$ cat src/hdl/tableau_row_insertion_defines.svh
// Assertion macros shared by the tableau row insertion RTL.
`ifndef TABLEAU_ROW_INSERTION_DEFINES_SVH
`define TABLEAU_ROW_INSERTION_DEFINES_SVH
`ifndef SYNTHESIS
// Check a property only while out of reset.
`define TRI_ASSERT(lbl, clk, rstn, prop, msg) \
    lbl: assert property (@(posedge clk) disable iff (!rstn) prop) else $error(msg);
// Check a property at every edge, reset included.
`define TRI_ASSERT_RST(lbl, clk, prop, msg) \
    lbl: assert property (@(posedge clk) prop) else $error(msg);
`else
`define TRI_ASSERT(lbl, clk, rstn, prop, msg)
`define TRI_ASSERT_RST(lbl, clk, prop, msg)
`endif
`endif

$ cat src/hdl/tri_pkg.sv
// Package with field types and parameter defaults for the tableau row insertion block.
`timescale 1ns / 1ps
package tri_pkg;
    localparam int LETTERS_DEF  = 8;
    localparam int CAPACITY_DEF = 255;

    localparam int LETTER_W = 4;
    localparam int ROW_W    = 3;
    localparam int COL_W    = 8;

    typedef logic [LETTER_W-1:0] t_letter;
    typedef logic [ROW_W-1:0]    t_row;
    typedef logic [COL_W-1:0]    t_col;
endpackage

$ cat src/hdl/tri_ifs.sv
// Valid/ready channel interfaces for the input and result items.
`timescale 1ns / 1ps
interface tri_in_if;
    logic             valid;
    logic             ready;
    tri_pkg::t_letter letter;
    logic             start_new;

    modport source (output valid, output letter, output start_new, input ready);
    modport sink   (input valid, input letter, input start_new, output ready);
endinterface

interface tri_out_if;
    logic          valid;
    logic          ready;
    tri_pkg::t_row row_added;
    tri_pkg::t_col column_added;
    logic          rejected;

    modport source (output valid, output row_added, output column_added, output rejected,
                    input ready);
    modport sink   (input valid, input row_added, input column_added, input rejected,
                    output ready);
endinterface

$ cat src/hdl/tableau_row_insertion.sv
// Top level of the tableau row insertion block.
`timescale 1ns / 1ps
`include "tableau_row_insertion_defines.svh"
// Schensted row insertion into a semistandard Young tableau over letters 1..LETTERS.
// Each row lives in one word of a small synchronous memory (one entry per row) that
// holds the count of every letter plus the row length, so the column of an appended
// box is read straight from the word. An accepted item issues the read of row 0; then
// each cycle takes the row data returned by the memory, bumps the smallest greater
// letter (or appends), writes the row back and issues the read of the next row,
// paced by the memory's registered read. An accepted item walks the rows in ST_WALK,
// then waits in ST_DONE until the output register is free and moves there; a rejected
// item (tableau at CAPACITY boxes) goes from ST_IDLE straight to ST_DONE. Items are
// handled one at a time; the next item is accepted as soon as the previous result
// has moved to the output register, even if it is not yet taken. start_new empties
// the tableau by dropping per-row valid bits, with no clearing pass; reset does the
// same. Letters of 0 count as 1 and letters above LETTERS count as LETTERS. Row and
// column are reported modulo their field widths.
module tableau_row_insertion #(
    parameter int LETTERS  = tri_pkg::LETTERS_DEF,
    parameter int CAPACITY = tri_pkg::CAPACITY_DEF
) (
    input  logic             i_clk,
    input  logic             i_rst_n,
    tri_in_if.sink           i_in,
    tri_out_if.source        o_out
);
    localparam int IW    = $clog2(LETTERS);
    localparam int CNT_W = $clog2(CAPACITY + 1);
    localparam logic [IW-1:0] LAST_ROW = IW'(LETTERS - 1);

    localparam logic [1:0] ST_IDLE = 2'd0;
    localparam logic [1:0] ST_WALK = 2'd1;
    localparam logic [1:0] ST_DONE = 2'd2;

    // Row memory: one word per row, no reset; rows are qualified by r_row_ok.
    logic [LETTERS:0][CNT_W-1:0] r_mem [LETTERS];
    logic [LETTERS:0][CNT_W-1:0] r_rd_word;
    logic                        r_rd_ok;

    logic [1:0]         r_state;
    logic [LETTERS-1:0] r_row_ok;
    logic [IW-1:0]      r_row;
    logic [IW-1:0]      r_x;
    logic [CNT_W-1:0]   r_total;

    // Finished result waiting for the output register.
    tri_pkg::t_row r_res_row;
    tri_pkg::t_col r_res_col;
    logic          r_res_rej;

    // Output register.
    logic          r_ov;
    tri_pkg::t_row r_o_row;
    tri_pkg::t_col r_o_col;
    logic          r_o_rej;

    logic                        w_accept;
    logic                        w_full;
    logic [IW-1:0]               w_x_in;
    logic                        w_rd_en;
    logic [IW-1:0]               w_rd_addr;
    logic                        w_wr_en;
    logic                        w_more;
    logic                        w_out_free;
    logic [LETTERS:0][CNT_W-1:0] w_new_word;
    logic                        w_found;
    logic [IW-1:0]               w_bump;
    logic [CNT_W-1:0]            w_len;

    assign i_in.ready   = (r_state == ST_IDLE);
    assign w_accept     = i_in.valid && i_in.ready;
    assign w_out_free   = !r_ov || o_out.ready;

    assign o_out.valid        = r_ov;
    assign o_out.row_added    = r_o_row;
    assign o_out.column_added = r_o_col;
    assign o_out.rejected     = r_o_rej;

    // Clamp the letter into range and turn it into a zero-based index.
    always_comb begin
        if (i_in.letter == '0) begin
            w_x_in = '0;
        end else if (int'(i_in.letter) > LETTERS) begin
            w_x_in = LAST_ROW;
        end else begin
            w_x_in = IW'(i_in.letter - tri_pkg::t_letter'(1));
        end
    end

    // A start_new item empties the tableau, so it can never be full.
    assign w_full = !i_in.start_new && (r_total >= CNT_W'(CAPACITY));

    tri_row_step #(
        .LETTERS (LETTERS),
        .CNT_W   (CNT_W)
    ) u_step (
        .i_word    (r_rd_word),
        .i_word_ok (r_rd_ok),
        .i_x       (r_x),
        .o_word    (w_new_word),
        .o_found   (w_found),
        .o_bump    (w_bump),
        .o_len     (w_len)
    );

    // Carry on to the next row while a letter was bumped and rows remain.
    assign w_more    = w_found && (r_row != LAST_ROW);
    assign w_wr_en   = (r_state == ST_WALK);
    assign w_rd_en   = (w_accept && !w_full) || (w_wr_en && w_more);
    assign w_rd_addr = w_accept ? '0 : r_row + IW'(1);

    always_ff @(posedge i_clk) begin
        if (w_wr_en) begin
            r_mem[r_row] <= w_new_word;
        end
    end

    always_ff @(posedge i_clk) begin
        if (w_rd_en) begin
            r_rd_word <= r_mem[w_rd_addr];
        end
    end

    always_ff @(posedge i_clk) begin
        if (!i_rst_n) begin
            r_state   <= ST_IDLE;
            r_row_ok  <= '0;
            r_total   <= '0;
            r_ov      <= 1'b0;
            r_rd_ok   <= 1'b0;
            r_row     <= '0;
            r_x       <= '0;
            r_res_row <= '0;
            r_res_col <= '0;
            r_res_rej <= 1'b0;
            r_o_row   <= '0;
            r_o_col   <= '0;
            r_o_rej   <= 1'b0;
        end else begin
            // Load the output register on hand-over, drop it once taken.
            if (r_state == ST_DONE && w_out_free) begin
                r_ov <= 1'b1;
            end else if (o_out.ready) begin
                r_ov <= 1'b0;
            end
            case (r_state)
                ST_IDLE: begin
                    if (w_accept) begin
                        if (i_in.start_new) begin
                            r_row_ok <= '0;
                            r_total  <= '0;
                            r_rd_ok  <= 1'b0;
                        end else begin
                            r_rd_ok  <= r_row_ok[0];
                        end
                        r_row <= '0;
                        r_x   <= w_x_in;
                        if (w_full) begin
                            // Reject: leave the tableau as it is.
                            r_res_row <= '0;
                            r_res_col <= '0;
                            r_res_rej <= 1'b1;
                            r_state   <= ST_DONE;
                        end else begin
                            r_state   <= ST_WALK;
                        end
                    end
                end
                ST_WALK: begin
                    r_row_ok[r_row] <= 1'b1;
                    if (w_more) begin
                        // Carry the bumped letter into the next row.
                        r_x     <= w_bump;
                        r_row   <= r_row + IW'(1);
                        r_rd_ok <= r_row_ok[r_row + IW'(1)];
                    end else begin
                        r_res_rej <= 1'b0;
                        r_state   <= ST_DONE;
                        if (w_found) begin
                            // Bump out of the last row: no box added.
                            r_res_row <= '0;
                            r_res_col <= '0;
                        end else begin
                            r_res_row <= tri_pkg::t_row'(r_row);
                            r_res_col <= tri_pkg::t_col'(w_len);
                            r_total   <= r_total + CNT_W'(1);
                        end
                    end
                end
                ST_DONE: begin
                    if (w_out_free) begin
                        r_o_row <= r_res_row;
                        r_o_col <= r_res_col;
                        r_o_rej <= r_res_rej;
                        r_state <= ST_IDLE;
                    end
                end
                default: begin
                    r_state <= ST_IDLE;
                end
            endcase
        end
    end

    `TRI_ASSERT(a_total_cap, i_clk, i_rst_n, r_total <= CNT_W'(CAPACITY), "box count above capacity")
    `TRI_ASSERT(a_accept_next, i_clk, i_rst_n, w_accept |=> (r_state == ST_WALK || r_state == ST_DONE), "accepted item did not start")
    `TRI_ASSERT(a_out_from_done, i_clk, i_rst_n, $rose(r_ov) |-> $past(r_state) == ST_DONE, "result appeared outside hand-over")
    `TRI_ASSERT(a_reject_zero, i_clk, i_rst_n, (r_ov && r_o_rej) |-> (r_o_row == '0 && r_o_col == '0), "rejected result carries a position")
    `TRI_ASSERT(a_walk_row, i_clk, i_rst_n, (r_state == ST_WALK && r_row != '0) |-> $past(r_state) == ST_WALK, "row walk skipped a row")
    `TRI_ASSERT_RST(a_reset_out, i_clk, !i_rst_n |=> !r_ov, "output valid after reset")
endmodule

$ cat src/hdl/tri_row_step.sv
// One row step of the insertion: find the letter to bump and build the new row word.
`timescale 1ns / 1ps
module tri_row_step #(
    parameter int LETTERS = tri_pkg::LETTERS_DEF,
    parameter int CNT_W   = 8,
    localparam int IW     = $clog2(LETTERS)
) (
    input  logic [LETTERS:0][CNT_W-1:0] i_word,   // counts, then row length on top
    input  logic                        i_word_ok,
    input  logic [IW-1:0]               i_x,
    output logic [LETTERS:0][CNT_W-1:0] o_word,
    output logic                        o_found,
    output logic [IW-1:0]               o_bump,
    output logic [CNT_W-1:0]            o_len
);
    logic [LETTERS:0][CNT_W-1:0] w_cur;

    // A row never written since the last clear reads as empty.
    assign w_cur = i_word_ok ? i_word : '0;
    assign o_len = w_cur[LETTERS];

    // Smallest letter above the carried one that is present in the row.
    always_comb begin
        o_found = 1'b0;
        o_bump  = '0;
        for (int b = LETTERS - 1; b >= 0; b--) begin
            if (b > int'(i_x) && w_cur[b] != '0) begin
                o_found = 1'b1;
                o_bump  = IW'(b);
            end
        end
    end

    always_comb begin
        o_word = w_cur;
        o_word[i_x] = w_cur[i_x] + CNT_W'(1);
        if (o_found) begin
            o_word[o_bump] = w_cur[o_bump] - CNT_W'(1);
        end else begin
            o_word[LETTERS] = w_cur[LETTERS] + CNT_W'(1);
        end
    end
endmodule

$ cat src/flat_wrapper.sv
// flat-port wrapper written by rule: the top's interface ports become plain ports
module tableau_row_insertion_flat 
#(
    parameter int LETTERS  = tri_pkg::LETTERS_DEF,
    parameter int CAPACITY = tri_pkg::CAPACITY_DEF
)
  (i_clk, i_rst_n, i_in_valid, i_in_letter, i_in_start_new, i_in_ready, o_out_valid, o_out_row_added, o_out_column_added, o_out_rejected, o_out_ready);
  tri_in_if i_in_i ();
  tri_out_if o_out_i ();
  input  logic i_clk;
  input  logic i_rst_n;
  input wire logic [$bits(i_in_i.valid)-1:0] i_in_valid;
  input wire logic [$bits(i_in_i.letter)-1:0] i_in_letter;
  input wire logic [$bits(i_in_i.start_new)-1:0] i_in_start_new;
  output wire logic [$bits(i_in_i.ready)-1:0] i_in_ready;
  output wire logic [$bits(o_out_i.valid)-1:0] o_out_valid;
  output wire logic [$bits(o_out_i.row_added)-1:0] o_out_row_added;
  output wire logic [$bits(o_out_i.column_added)-1:0] o_out_column_added;
  output wire logic [$bits(o_out_i.rejected)-1:0] o_out_rejected;
  input wire logic [$bits(o_out_i.ready)-1:0] o_out_ready;
  assign i_in_i.valid = i_in_valid;
  assign i_in_i.letter = i_in_letter;
  assign i_in_i.start_new = i_in_start_new;
  assign i_in_ready = i_in_i.ready;
  assign o_out_valid = o_out_i.valid;
  assign o_out_row_added = o_out_i.row_added;
  assign o_out_column_added = o_out_i.column_added;
  assign o_out_rejected = o_out_i.rejected;
  assign o_out_i.ready = o_out_ready;
  tableau_row_insertion #(.LETTERS(LETTERS), .CAPACITY(CAPACITY)) u_core (.i_clk(i_clk), .i_rst_n(i_rst_n), .i_in(i_in_i), .o_out(o_out_i));
endmodule
$ cat config.mk
export PLATFORM = sky130hd
export DESIGN_NAME = tableau_row_insertion_flat
export DESIGN_NICKNAME = d
export VERILOG_FILES = /design/src/hdl/tri_pkg.sv /design/src/hdl/tri_ifs.sv /design/src/hdl/tableau_row_insertion.sv /design/src/hdl/tri_row_step.sv /design/src/flat_wrapper.sv
export VERILOG_INCLUDE_DIRS = /design/src /design/src/hdl
export SDC_FILE = /design/constraint.sdc
export NUM_CORES = 1
export LEC_CHECK = 0
export ABC_AREA = 1
export BUFFER_PORTS_ARGS = -buffer_cell sky130_fd_sc_hd__buf_2
export CORE_MARGIN = 2
export CORE_UTILIZATION = 65
export DETAILED_ROUTE_END_ITERATION = 10
export PLACE_DENSITY_LB_ADDON = 0.12
export SYNTH_ARGS = -nofsm -noshare
export SYNTH_HDL_FRONTEND = slang
export SYNTH_SLANG_ARGS = --single-unit
export TNS_END_PERCENT = 10
$ cat constraint.sdc
create_clock -name i_clk -period 22.4 [get_ports i_clk]
set_clock_uncertainty 0.05 [all_clocks]
set_input_delay 6.72 -clock i_clk [delete_from_list [all_inputs] [get_ports i_clk]]
set_output_delay 6.72 -clock i_clk [all_outputs]
set_load 0.1 [all_outputs]
==> metrics.md <==
| Metric | Value |
|---|---|
| Initial drt markers | `2637` |
| Final Max Slew Viols | `0` |
| DRT Pass-1 Iters | `6` |
| Largest stage delay on the critical path | `0.88 ns` |
| Storage element area | `0.02046 mm2` |
| Synth unique cells | `51` |
| WP buf/inv | `4` |
| Core area | `0.04626 mm2` |
| First-pass GRT wire length | `118400 um` |
| Die Ht | `219.8 um` |
| Clock tree buffer depth | `3` |
| Routed vias | `21421` |
| Unrepaired setup endpoints after global routing | `no` |
| Routed Wire Length | `79230 um` |
| Period utilization | `44.17%` |
| Die width | `219.8 um` |
| Non-Filler Instances | `3337` |
| DR WL/cell | `23.74 um` |
| Final Setup Violations | `0` |
| Filler instances | `3180` |
| MaxCap Viol Count | `0` |
| CP required | `22.66 ns` |
| IO Port Bufs | `22` |
| Syn avg cell area | `11.17 um2` |
| CTS Buf Count | `71` |
| Ys flop type | `edfxtp_1` |
| TritonCTS sink count | `698` |
| Layout area overhead | `9.031%` |
| Antenna violations before repair | `0` |
| Final Worst Setup Slack | `12.51 ns` |
| Busiest grt layer | `met2` |
| Seq cells post-synth | `698` |
| Register area share after synthesis | `67.59%` |
| Number of synthesized flops with an enable pin | `648` |
| Pre-CTS setup slack | `11.91 ns` |
| Post-DRT Antenna Nets | `0` |
| Cts hold-fix bufs | `0` |
| Initial Util | `65.44%` |
| I/O pin total | `23` |
| CP arrival | `10.16 ns` |
| Setup CP Type | `in -> reg` |
| Mapped Nets | `2726` |
| Number of placed instances, taps included | `3206` |
| Cell row count | `79` |
| RePlAce Congestion | `1.009` |
| TritonCTS clock tree | `yes` |
| CP max-delay cell | `buf_4` |
| Total gr overflow | `0` |
| Slew HR | `25.61%` |
| Status | `finished, final reports clean` |
| Setup Buffers After CTS | `0` |
| Cell area after synthesis | `0.03027 mm2` |
| Max FO, Critical Path | `90` |
| Clock Latency Late Sink | `0.61 ns` |
| Clk slew on worst S/H paths | `0.06 ns` |
| Slew @ Worst Pin | `1.104 ns` |
| Share of layout cells above drive strength 1 | `8.425%` |
| Met2 usage | `51.46%` |
| M1 GR Usage | `47.67%` |
| Fin area | `0.03301 mm2` |
| Die ar. | `0.04831 mm2` |
| Footprint of the multi-input gates | `0.008454 mm2` |
| Post_cts resized | `0` |
| Max frequency | `0.1011 GHz` |
| Root Buffer | `clkbuf_16` |
| Yosys warning total | `0` |
| Min Tclk post-route | `9.895 ns` |
| Met3 usage | `4.762%` |
| Detailed Place HPWL | `45440 um` |
| Critical-path cell list | `buf_2, inv_1, nor2_1, clkinv_2, nand2_4, buf_4, o211ai_1, a21oi_1, a31oi_1` |
| Async SR Flop Fraction | `0%` |
| Total GRT Usage | `33.08%` |
| Crit path launch type | `input port` |
| Final nets | `2689` |
| Final setup TNS | `0 ns` |
| Syn Inst Count | `2709` |
| Placed cell areas | `0.03077 mm2` |
| Hold/Removal Path Class | `reg -> reg` |
| Final Hold Vio Count | `0` |
| # DRC | `0` |
| CP Capture Type | `flop` |
| H-tree levels | `3` |
| Vias in the first global route | `20152` |
| Largest net degree at the start of global routing | `162` |
| Ant diodes | `0` |
| Vias per Instance | `6.419` |
| Family with the most delay on the worst path | `buffers and inverters` |
## area by class of cell
cell class                      instances  area share, %
Tap cell                              607          2.301
Timing Repair Buffer                   53          1.039
Clock inverter                         30         0.7696
Multi-Input combinational cell       1652          25.62
Sequential cell                       698          62.00
Inverter                              196          2.263
Clock buffer                          101          6.012
## sequential cells by signal, indices dropped and copies added (netlist names), 8 cells and up
name and count:
u_core.r_res_col 8, u_core.r_row_ok 8, u_core.r_mem 576, u_core.r_rd_word 72
u_core.r_total 8, u_core.o_out.column_added 8
## cell usage after synthesis (all sizes together) (14+ instances only)
cell type | instances | share of area [%]
a21oi | 112 | 1.9
edfxtp | 648 | 64
o22ai | 14 | 0.29
dfxtp | 50 | 3.3
inv | 194 | 2.4
nand2 | 567 | 7.3
nand3 | 99 | 1.7
o211ai | 83 | 2.1
nor2 | 292 | 3.9
o221ai | 73 | 2.1
a31oi | 76 | 1.6
o21ai | 180 | 3.1
nand4 | 95 | 2.0
buf | 30 | 0.72
clkbuf | 133 | 1.6
nor3 | 14 | 0.28
## worst min-delay path, delay by kind of cell (launching register included)
family                 cells  cell delay, ns
flip-flops                 1            0.30
buffers and inverters      1            0.06
AO/OA/AOI/OAI              1            0.06
## path summary, 6_finish.rpt
kind	from	end	slack (ns)	depth (start not counted)
worst max-delay path	i_in_valid	u_core.r_rd_word[7]	12.51	9
worst min-delay path	u_core.r_row_ok[7]	u_core.r_row_ok[7]	0.41	2
worst max register to register	u_core.r_rd_ok	u_core.r_mem[2][12]	16.17	22
worst min register to register	u_core.r_row_ok[7]	u_core.r_row_ok[7]	0.41	2
## layout by cell type, fill, tap and decap left out, drive strengths merged
| master | n |
|---|---|
| clkinvlp | 2 |
| o2111ai | 2 |
| ha | 8 |
| clkinv | 24 |
| a32oi | 4 |
| xor2 | 11 |
| nor3 | 14 |
| a221oi | 1 |
| o221ai | 73 |
| o22ai | 14 |
| a2111oi | 1 |
| bufinv | 4 |
| edfxtp | 648 |
| inv | 196 |
| a22o | 1 |
| nand2 | 567 |
| a211oi | 7 |
| nor4 | 1 |
| o21a | 1 |
| nand4 | 95 |
| a22oi | 2 |
| a31oi | 76 |
| nand3b | 4 |
| or3b | 1 |
| a311oi | 1 |
| o21ai | 180 |
| o211ai | 83 |
| nor2 | 292 |
| a21oi | 112 |
| clkbuf | 101 |
| buf | 53 |
| nand3 | 99 |
| dfxtp | 50 |
| xnor2 | 2 |
## metrics by stage
stage / hold WS, ns / utilization (%)
finish: 0.4130 / 71.35
global route: 0.4319 / 71.35
CTS: 0.4124 / 71.35
detailed placement: 0.4027 / 66.51
global placement: 0.3974 / 66.51
floorplan: 0.3816 / -
## layer usage
layer | up-vias | share of wire [%]
li1 | 9688 | -
met1 | 10440 | 42
met4 | 0 | 3.2
met3 | 190 | 8.4
met5 | - | 0
met2 | 1103 | 47
## logic make-up after synthesis
| logic type | count (synthesis) | share of synthesized area (%) |
|---|---|---|
| AND/OR/NAND/NOR | 1073 | 15.34 |
| adder cells (fa/ha/maj) | 8 | 0.3307 |
| flip-flops | 698 | 67.59 |
| XOR/XNOR | 13 | 0.4009 |
| buffers and inverters | 359 | 4.803 |
| AO/OA/AOI/OAI | 558 | 11.54 |
Power is left out: the tool's default activity adds up to more than one toggle a clock period on the data nets, which glitch-free logic cannot reach.
